[src/design/timed_latching_relay_driver_assert.svh]
// Assertion macros for the timed latching relay driver.
// Included by the top level; needs nothing else.
`ifndef TIMED_LATCHING_RELAY_DRIVER_ASSERT_SVH
`define TIMED_LATCHING_RELAY_DRIVER_ASSERT_SVH

// Same-cycle implication, disabled during reset
`define TLRD_ASSERT_NOW(label, clk, rst, ante, cons, msg) \
  label: assert property (@(posedge clk) disable iff (rst) (ante) |-> (cons)) \
    else $error(msg);

// Next-cycle implication, disabled during reset
`define TLRD_ASSERT_NEXT(label, clk, rst, ante, cons, msg) \
  label: assert property (@(posedge clk) disable iff (rst) (ante) |=> (cons)) \
    else $error(msg);

`endif

[src/design/tlrd_pkg.sv]
// Shared types and constants of the timed latching relay driver.
// No dependencies; used by every module of the block.
`timescale 1ns / 1ps

package tlrd_pkg;

  localparam int NUM_RELAYS = 2;
  localparam int DUR_W      = 16;
  localparam int COUNT_W    = 32;
  localparam int PULSE_W    = 8;
  localparam int CFG_IDX_W  = 2;
  localparam int CFG_DATA_W = 8;

  // Configuration register indexes
  localparam logic [CFG_IDX_W-1:0] REG_COIL_PULSE_MS     = 2'd0;
  localparam logic [CFG_IDX_W-1:0] REG_LATCHING_MODE     = 2'd1;
  localparam logic [CFG_IDX_W-1:0] REG_OUTPUT_ACTIVE_LOW = 2'd2;

  // Reset values of the configuration registers
  localparam logic [PULSE_W-1:0] COIL_PULSE_RESET = 8'd80;

  // Item function codes
  localparam logic FUNC_COMMAND = 1'b0;
  localparam logic FUNC_TICK    = 1'b1;

  // Relay select code that names no relay
  localparam logic [NUM_RELAYS-1:0] SEL_NONE = 2'd0;

  typedef struct packed {
    logic [PULSE_W-1:0] coil_pulse_ms;
    logic               latching_mode;
    logic               output_active_low;
  } tlrd_cfg_t;

  // Per-relay view of one step
  typedef struct packed {
    logic             is_tick;
    logic             hit;
    logic             activate;
    logic [DUR_W-1:0] on_time;
  } tlrd_cmd_t;

  typedef struct packed {
    logic               on;
    logic               armed;
    logic [DUR_W-1:0]   time_left;
    logic [COUNT_W-1:0] count;
    logic [PULSE_W-1:0] set_pulse;
    logic [PULSE_W-1:0] reset_pulse;
  } tlrd_relay_state_t;

  typedef struct packed {
    logic [NUM_RELAYS-1:0] relay_active;
    logic [NUM_RELAYS-1:0] set_drive;
    logic [NUM_RELAYS-1:0] reset_drive;
    logic [DUR_W-1:0]      remaining_first;
    logic [DUR_W-1:0]      remaining_second;
    logic [COUNT_W-1:0]    activations_first;
    logic [COUNT_W-1:0]    activations_second;
    logic                  bad_command;
  } tlrd_result_t;

endpackage

[src/design/tlrd_relay.sv]
// State record and next-state logic of one relay.
// Depends on tlrd_pkg.
`timescale 1ns / 1ps

module tlrd_relay (
  input  logic                        clk,
  input  logic                        rst,
  input  logic                        step_en,
  input  logic [tlrd_pkg::PULSE_W-1:0] startup_pulse,
  input  tlrd_pkg::tlrd_cfg_t         cfg,
  input  tlrd_pkg::tlrd_cmd_t         cmd,
  output tlrd_pkg::tlrd_relay_state_t state_next
);
  import tlrd_pkg::*;

  tlrd_relay_state_t state;
  logic [DUR_W-1:0]  tl_dec;

  // Saturating timer decrement
  assign tl_dec = (state.time_left != '0) ? state.time_left - 1'b1 : state.time_left;

  // Next state for a tick or for a command aimed at this relay
  always_comb begin
    state_next = state;
    if (step_en) begin
      if (cmd.is_tick) begin
        if (state.set_pulse != '0) state_next.set_pulse = state.set_pulse - 1'b1;
        if (state.reset_pulse != '0) state_next.reset_pulse = state.reset_pulse - 1'b1;
        if (state.armed && state.on) begin
          state_next.time_left = tl_dec;
          if (tl_dec == '0) begin
            // timer ran out: switch off
            state_next.on    = 1'b0;
            state_next.armed = 1'b0;
            if (cfg.latching_mode) begin
              state_next.reset_pulse = cfg.coil_pulse_ms;
              state_next.set_pulse   = '0;
            end
          end
        end
      end else if (cmd.hit) begin
        if (cfg.latching_mode) begin
          state_next.set_pulse   = cmd.activate ? cfg.coil_pulse_ms : '0;
          state_next.reset_pulse = cmd.activate ? '0 : cfg.coil_pulse_ms;
        end
        if (cmd.activate) begin
          state_next.on        = 1'b1;
          state_next.count     = state.count + 1'b1;
          state_next.armed     = (cmd.on_time != '0);
          state_next.time_left = cmd.on_time;
        end else begin
          state_next.on        = 1'b0;
          state_next.armed     = 1'b0;
          state_next.time_left = '0;
        end
      end
    end
  end

  // State register; reset coil pulses at startup
  always_ff @(posedge clk) begin
    if (rst) begin
      state.on          <= 1'b0;
      state.armed       <= 1'b0;
      state.time_left   <= '0;
      state.count       <= '0;
      state.set_pulse   <= '0;
      state.reset_pulse <= startup_pulse;
    end else begin
      state <= state_next;
    end
  end

endmodule

[src/design/tlrd_out_queue.sv]
// Two-entry result queue: output register plus skid register.
// Depends on tlrd_pkg.
`timescale 1ns / 1ps

module tlrd_out_queue (
  input  logic                   clk,
  input  logic                   rst,
  input  logic                   push,
  input  tlrd_pkg::tlrd_result_t push_data,
  output logic                   room,
  output logic                   out_valid,
  input  logic                   out_stall,
  output tlrd_pkg::tlrd_result_t out_data
);
  import tlrd_pkg::*;

  logic         o_valid;
  tlrd_result_t o_data;
  logic         k_valid;
  tlrd_result_t k_data;
  logic         take;

  assign take      = o_valid && !out_stall;
  assign room      = !k_valid;
  assign out_valid = o_valid;
  assign out_data  = o_data;

  // Push goes to the output register when it frees up, else to the skid
  always_ff @(posedge clk) begin
    if (rst) begin
      o_valid <= 1'b0;
      k_valid <= 1'b0;
    end else if (push) begin
      if (!o_valid || (take && !k_valid)) begin
        o_data  <= push_data;
        o_valid <= 1'b1;
      end else if (take) begin
        o_data <= k_data;
        k_data <= push_data;
      end else begin
        k_data  <= push_data;
        k_valid <= 1'b1;
      end
    end else if (take) begin
      if (k_valid) begin
        o_data  <= k_data;
        k_valid <= 1'b0;
      end else begin
        o_valid <= 1'b0;
      end
    end
  end

endmodule

[src/design/timed_latching_relay_driver.sv]
// Timed latching relay driver, two relays.
// Uses an input register, two relay records, a two-entry result queue.
//
// Input channel (in_valid / in_stall): func 0 is a relay command
// (relay_select, activate, on_time), func 1 a one millisecond tick.
// Every transfer yields exactly one result on the output channel
// (out_valid / out_stall) showing both relays after that step.
// Configuration: cfg_index 0 coil pulse length, 1 latching mode,
// 2 active-low level outputs; cfg_ready is always high, index 3 is ignored.
// Write configuration only while no result is outstanding.
// An item is held in the input register, and its result in the queue's
// output register before it goes out. Throughput: one item per cycle
// while the result queue has room, which out_stall can take away.
// The skid register lets one result wait while the next item is taken;
// in_stall rises once both result registers are full and the input
// register holds an item.
// Reset: relays off, counters zero, both reset coils pulse for
// STARTUP_PULSE_MS ticks, registers at 80 ms pulse, latching, active high.
// Depends on tlrd_pkg, tlrd_relay, tlrd_out_queue and the assert header.
`timescale 1ns / 1ps

module timed_latching_relay_driver #(
  parameter int STARTUP_PULSE_MS = 50
) (
  input  logic                           clk,
  input  logic                           rst,
  input  logic                           in_valid,
  output logic                           in_stall,
  input  logic                           func,
  input  logic [tlrd_pkg::NUM_RELAYS-1:0] relay_select,
  input  logic                           activate,
  input  logic [tlrd_pkg::DUR_W-1:0]      on_time,
  output logic                           out_valid,
  input  logic                           out_stall,
  output logic [tlrd_pkg::NUM_RELAYS-1:0] relay_active,
  output logic [tlrd_pkg::NUM_RELAYS-1:0] set_drive,
  output logic [tlrd_pkg::NUM_RELAYS-1:0] reset_drive,
  output logic [tlrd_pkg::DUR_W-1:0]      remaining_first,
  output logic [tlrd_pkg::DUR_W-1:0]      remaining_second,
  output logic [tlrd_pkg::COUNT_W-1:0]    activations_first,
  output logic [tlrd_pkg::COUNT_W-1:0]    activations_second,
  output logic                           bad_command,
  input  logic                           cfg_valid,
  output logic                           cfg_ready,
  input  logic [tlrd_pkg::CFG_IDX_W-1:0]  cfg_index,
  input  logic [tlrd_pkg::CFG_DATA_W-1:0] cfg_data
);
  import tlrd_pkg::*;

  localparam logic [PULSE_W-1:0] StartupPulse = PULSE_W'(STARTUP_PULSE_MS);

  tlrd_cfg_t             cfg;
  logic                  s1_valid;
  logic                  s1_func;
  logic [NUM_RELAYS-1:0] s1_sel;
  logic                  s1_act;
  logic [DUR_W-1:0]      s1_dur;
  logic                  s1_advance;
  logic                  in_take;
  logic                  q_room;
  tlrd_cmd_t             cmd [NUM_RELAYS];
  tlrd_relay_state_t     nxt [NUM_RELAYS];
  tlrd_result_t          res;
  tlrd_result_t          q_data;

  // Configuration registers
  assign cfg_ready = 1'b1;

  always_ff @(posedge clk) begin
    if (rst) begin
      cfg.coil_pulse_ms     <= COIL_PULSE_RESET;
      cfg.latching_mode     <= 1'b1;
      cfg.output_active_low <= 1'b0;
    end else if (cfg_valid && cfg_ready) begin
      unique case (cfg_index)
        REG_COIL_PULSE_MS:     cfg.coil_pulse_ms     <= cfg_data;
        REG_LATCHING_MODE:     cfg.latching_mode     <= cfg_data[0];
        REG_OUTPUT_ACTIVE_LOW: cfg.output_active_low <= cfg_data[0];
        default: ;
      endcase
    end
  end

  // Input register
  assign s1_advance = s1_valid && q_room;
  assign in_stall   = s1_valid && !q_room;
  assign in_take    = in_valid && !in_stall;

  always_ff @(posedge clk) begin
    if (rst) begin
      s1_valid <= 1'b0;
    end else begin
      if (in_take) begin
        s1_valid <= 1'b1;
        s1_func  <= func;
        s1_sel   <= relay_select;
        s1_act   <= activate;
        s1_dur   <= on_time;
      end else if (s1_advance) begin
        s1_valid <= 1'b0;
      end
    end
  end

  // Relay records
  for (genvar r = 0; r < NUM_RELAYS; r++) begin : g_relay
    assign cmd[r].is_tick     = (s1_func == FUNC_TICK);
    assign cmd[r].hit         = (s1_func == FUNC_COMMAND) && s1_sel[r];
    assign cmd[r].activate    = s1_act;
    assign cmd[r].on_time     = s1_dur;

    tlrd_relay u_relay (
      .clk           (clk),
      .rst           (rst),
      .step_en       (s1_advance),
      .startup_pulse (StartupPulse),
      .cfg           (cfg),
      .cmd           (cmd[r]),
      .state_next    (nxt[r])
    );

    // Drive outputs from the updated record
    assign res.relay_active[r] = nxt[r].on;
    assign res.set_drive[r]    = cfg.latching_mode ? (nxt[r].set_pulse != '0)
                                                   : (nxt[r].on ^ cfg.output_active_low);
    assign res.reset_drive[r]  = cfg.latching_mode && (nxt[r].reset_pulse != '0);
  end

  assign res.remaining_first    = nxt[0].armed ? nxt[0].time_left : '0;
  assign res.remaining_second   = nxt[1].armed ? nxt[1].time_left : '0;
  assign res.activations_first  = nxt[0].count;
  assign res.activations_second = nxt[1].count;
  assign res.bad_command        = (s1_func == FUNC_COMMAND) && (s1_sel == SEL_NONE);

  // Result queue
  tlrd_out_queue u_queue (
    .clk       (clk),
    .rst       (rst),
    .push      (s1_advance),
    .push_data (res),
    .room      (q_room),
    .out_valid (out_valid),
    .out_stall (out_stall),
    .out_data  (q_data)
  );

  assign relay_active       = q_data.relay_active;
  assign set_drive          = q_data.set_drive;
  assign reset_drive        = q_data.reset_drive;
  assign remaining_first    = q_data.remaining_first;
  assign remaining_second   = q_data.remaining_second;
  assign activations_first  = q_data.activations_first;
  assign activations_second = q_data.activations_second;
  assign bad_command        = q_data.bad_command;

  // Checks
  `include "timed_latching_relay_driver_assert.svh"

  `TLRD_ASSERT_NOW(a_full_queue_shows, clk, rst, !q_room, out_valid, "skid full, output empty")
  `TLRD_ASSERT_NEXT(a_step_gives_result, clk, rst, s1_advance, out_valid, "step lost its result")
  `TLRD_ASSERT_NOW(a_armed_means_on, clk, rst, nxt[0].armed || nxt[1].armed,
    (!nxt[0].armed || nxt[0].on) && (!nxt[1].armed || nxt[1].on), "timer armed on an off relay")
  `TLRD_ASSERT_NOW(a_armed_time_left, clk, rst, nxt[0].armed || nxt[1].armed,
    (!nxt[0].armed || nxt[0].time_left != '0) && (!nxt[1].armed || nxt[1].time_left != '0),
    "armed timer at zero")

endmodule

[config.mk]
export PLATFORM = sky130hd
export DESIGN_NAME = timed_latching_relay_driver
export DESIGN_NICKNAME = d
export VERILOG_FILES = /design/src/design/tlrd_pkg.sv /design/src/design/tlrd_relay.sv /design/src/design/tlrd_out_queue.sv /design/src/design/timed_latching_relay_driver.sv
export VERILOG_INCLUDE_DIRS = /design/src /design/src/design
export SDC_FILE = /design/constraint.sdc
export NUM_CORES = 1
export LEC_CHECK = 0
export BUFFER_PORTS_ARGS = -buffer_cell sky130_fd_sc_hd__buf_2
export CORE_ASPECT_RATIO = 0.75
export CORE_UTILIZATION = 50
export CTS_CLUSTER_DIAMETER = 30
export CTS_CLUSTER_SIZE = 8
export DETAILED_ROUTE_END_ITERATION = 10
export HOLD_SLACK_MARGIN = 0.08
export PLACE_DENSITY = 0.79
export SYNTH_ARGS = -nofsm -noshare
export SYNTH_HDL_FRONTEND = slang
export SYNTH_SLANG_ARGS = --single-unit
[constraint.sdc]
create_clock -name clk -period 26.2 [get_ports clk]
set_input_delay 6.55 -clock clk [delete_from_list [all_inputs] [get_ports clk]]
set_output_delay 6.55 -clock clk [all_outputs]
set_load 0.01 [all_outputs]
### After elaboration in Yosys (flattened, before gate mapping)

Cells that the tools add are included.

| storage, ports and cells | value |
|---|---|
| register bits | 371 |

| cells by class | value |
|---|---|
| $add $sub $neg | 8 |
| eq/ne operators | 6 |
| multiplexer cells | 52 |
| bitwise gates (word level) | 5 |
| reduce and logical (&&, ||, !) cells | 44 |

Operator list:

| kind | count |
|---|---|
| $mux W103 | 5 |
| $mux W66 | 4 |
| $mux W16 | 14 |
| $mux W32 | 4 |
| $mux W18 | 5 |
| $add A32 B1 Y32 const B | 2 |
| $reduce_bool A8 Y1 | 8 |
| $mux W8 | 6 |
| $reduce_bool A16 Y1 | 3 |
| $logic_not A16 Y1 | 2 |
| $sub A16 B1 Y16 const B | 2 |
| $sub A8 B1 Y8 const B | 4 |
| $logic_and A1 B1 Y1 | 12 |
| $mux W1 | 12 |
| $reduce_and A3 Y1 | 3 |
| $reduce_and A2 Y1 | 4 |
| $reduce_bool A2 Y1 | 4 |
| $ne A2 B2 Y1 const B | 3 |
| $logic_not A1 Y1 | 4 |
| $logic_not A2 Y1 | 2 |
| $mux W2 | 2 |
| $reduce_and A4 Y1 | 1 |
| $not A1 Y1 | 3 |
| $eq A2 B1 Y1 const B | 1 |
| other kinds (4) | 5 |

### Logic depth before layout (Yosys ltp)

| depth | value |
|---|---|
| depth in word-level cells | 11 |
| gate-level depth with buffers | 13 |
| depth with buffers taken out | 12 |

### Cells and area by module

Synthesis repeated with hierarchy kept, for this count alone.

| unflattened totals | value |
|---|---|
| cells, all modules | 1775 |
| area, all modules | 18606.6 sq um |

By module, submodules not included:

| module | times used | cells an instance | area each (sq um) |
|---|---|---|---|
| tlrd_out_queue | 1 | 576 | 8762.2 |
| tlrd_relay (g_relay[0].u_relay) | 1 | 553 | 4306.6 |
| tlrd_relay (g_relay[1].u_relay) | 1 | 529 | 4156.5 |
| timed_latching_relay_driver | 1 | 117 | 1381.3 |

### Worst setup path after synthesis

No wires, ideal clock.

| timing path | value |
|---|---|
| path kind | input to register |
| start | in rst |
| end | reg u_queue.o_data (netlist bit u_queue.out_data[0]), enable pin |
| arrival | 14288 ps |
| required time | 25472 ps |
| path slack | 11184 ps |
| cell stages on the path | 2 |
| buffers on the path | 1 |
| path through | clkbuf_1 a221oi_1 |

| between the ends | value |
|---|---|
| longest elaborated chain between the ends | 2 |

RTL lines:

| what | line | text |
|---|---|---|
| from (decl) | timed_latching_relay_driver.sv:26 | `input logic rst,` |
| $not A1 Y1 (no line) | - |  |
| $reduce_and A4 Y1 (no line) | - |  |
| to (signal assigned) | tlrd_out_queue.sv:35 | `o_data <= push_data;` |
| to (signal assigned) | tlrd_out_queue.sv:38 | `o_data <= k_data;` |
| to (signal assigned) | tlrd_out_queue.sv:46 | `o_data <= k_data;` |
| to (decl) | tlrd_out_queue.sv:18 | `tlrd_result_t o_data;` |

No other way between the ends.
A chain may end at the register's enable or synchronous reset.

### Worst setup path after layout

| timing path | value |
|---|---|
| start | in rst |
| end | reg u_queue.o_data (netlist bit u_queue.out_data[84]), enable pin |

Same word-level chain as after synthesis.

==> impl_metrics.tcl <==
set metrics [dict create \
    drt_pass1_iterations 6 \
    diodes 0 \
    syn_to_final_growth_pct 19.7 \
    core_area_um2 33800 \
    place_ws_ns 17.24 \
    fin_skew_ns 0.0215 \
    drc 0 \
    cts_root_buffer "clkbuf_16" \
    routed_wl_mm 46.3 \
    cellPowerDensity_nw_per_um2 78.9 \
    clock-sinks 371 \
    critPathLaunchType "input pin" \
    ys.flop_type "edfxtp_1" \
    gr-usage-met3 0.0655 \
    die_h_um 163 \
    status "finished clean" \
    yosysSeqAreaShare 0.559 \
    rsz0062_at_grt "no" \
    numCtsBuffers 71 \
    grt_pass1_wl_mm 72.8 \
    p_leak_nw 8.28 \
    postSynthRegisterBits 371 \
    nNetsFinal 1939 \
    synth_edf_count 226 \
    setup_tns_ns 0 \
    ir_drop_mv 0.0448 \
    h-tree-depth 3 \
    die_w_um 217 \
    worst_pin_slew_ns 1.13 \
    layout_common_cells "nor2_1, edfxtp_1, nand2_1" \
    track_usage 0.263 \
    die-area_um2 35400 \
    avgSynthCellArea_um2 9.90 \
    final-setup-viol-count 0 \
    hpwlAfterDp_mm 30.4 \
    period_minus_slack_ns 8.42 \
    critPathCaptureType "flop" \
    required_ns 26.40 \
    final_common_cell "nor2_1" \
    drv_cap 0 \
    drive_gt1_frac 0.159 \
    hold_class "reg -> reg" \
    cts_buffer_depth 3 \
    period_share 0.321 \
    fin_hold_ws_ns 0.515 \
    clkLatencyLatePin_ns 0.58 \
    hold_buffers 0 \
    r2r_cells 12 \
    cts_setup_buffers 0 \
    met1_usage 0.373 \
    port_buffers 139 \
    gp_congestion 0.980 \
    initial_core_util 0.512 \
    cts_tree "built" \
    crit_arrival_ns 8.62 \
    drtIter0Drc 1717 \
    hold_depth 2 \
    antenna_found_initial 0 \
    met2_usage 0.398 \
    timing.fmax_mhz 119 \
    syn_area_um2 17300 \
    viasPerCell 5.84 \
    synth_fp_nets 1797 \
    top_usage_layer "met2" \
    grt_pass1_vias 13300 \
    fin_ws_ns 17.78 \
    ys_warn_count 0 \
    rows 58 \
    wl_per_cell_um 19.3 \
    maxSlewViolCount 0 \
    synthArstFlopShare 0 \
    ys_types 86 \
    vias 14000 \
    final-hold-violation-count 0 \
    io_pins 141 \
    ant_nets 0 \
    crit_path_max_fanout 79 \
    grt_max_degree 116 \
    path_clk_slew_ns 0.05 \
    critPathKind "in -> reg" \
    syn-instance-count 1750 \
    cts_resized 0 \
    slew_headroom 0.246 \
    grt_overflow_total 0 \
    p_total_mw 1.64 \
]
## worst paths after layout
check / slack [ns] / to / from
setup / recovery: 17.78 / u_queue.out_data[84] / rst
hold / removal: 0.52 / u_queue.out_data[74] / u_queue.k_data[74]
setup reg to reg: 21.75 / u_queue.out_data[98] / g_relay[1].u_relay.state[48]
hold reg to reg: 0.52 / u_queue.out_data[74] / u_queue.k_data[74]
## final cells by class
cell class,instances,area [um2]
Sequential cell,371,9690
Clock inverter,28,317
Multi-Input combinational cell,1197,6970
Clock buffer,102,2010
Inverter,93,349
Tap cell,450,563
Timing Repair Buffer,158,841
Fill cell,2707,13100
## flip-flops by register name, summed over array words and instances, names as in the netlist
name,flops
cfg,10
g_relay.u_relay.state,132
s1_act,1
s1_dur,16
s1_func,1
s1_sel,2
s1_valid,1
u_queue.k_data,103
u_queue.k_valid,1
u_queue.out_data,103
u_queue.out_valid,1
## stage by stage
step | cells | util | area (um2)
after floorplan | 1750 | - | 17300
after global placement | 2269 | 0.544 | 18400
final | 2399 | 0.613 | 20700
after CTS | 2399 | 0.613 | 20700
after global routing | 2399 | 0.613 | 20700
after detailed placement | 2269 | 0.544 | 18400
## synth_stat cells, types with 33 or more instances
cell type,count,share of area
inv_1,93,0.020
o31ai_1,33,0.014
clkbuf_1,67,0.015
edfxtp_1,226,0.39
nor3_1,37,0.011
xor2_1,55,0.028
nand3_1,56,0.016
nand2_1,207,0.045
nor2_1,250,0.054
dfxtp_1,145,0.17
a21oi_1,69,0.020
o21ai_0,97,0.028
## worst max-delay path: stages
cell	delay, ns
buf_4	0.36
a221oi_4	0.33
buf_4	0.52
buf_4	0.76
## cell families after synthesis
kind of cell | share of synthesized area
xor+xnor | 0.0425
other cells | 0.000216
compound gates | 0.125
mux | 0.0241
buf+inv | 0.0412
flops | 0.559
simple gates | 0.199
fa+ha+maj | 0.00867
## report_power, final
| group | internal, mW | total [mW] | switching [mW] |
|---|---|---|---|
| clock network | 0.573 | 0.870 | 0.297 |
| registers | 0.632 | 0.646 | 0.0140 |
| logic | 0.0425 | 0.121 | 0.0783 |
| total | 1.25 | 1.64 | 0.390 |
## layer usage
metal	up-vias	part of all wire
met5	-	0
met4	0	0.020
met3	88	0.098
met2	684	0.44
met1	6663	0.44
li1	6573	-
Power figures use the tool's default switching activity.
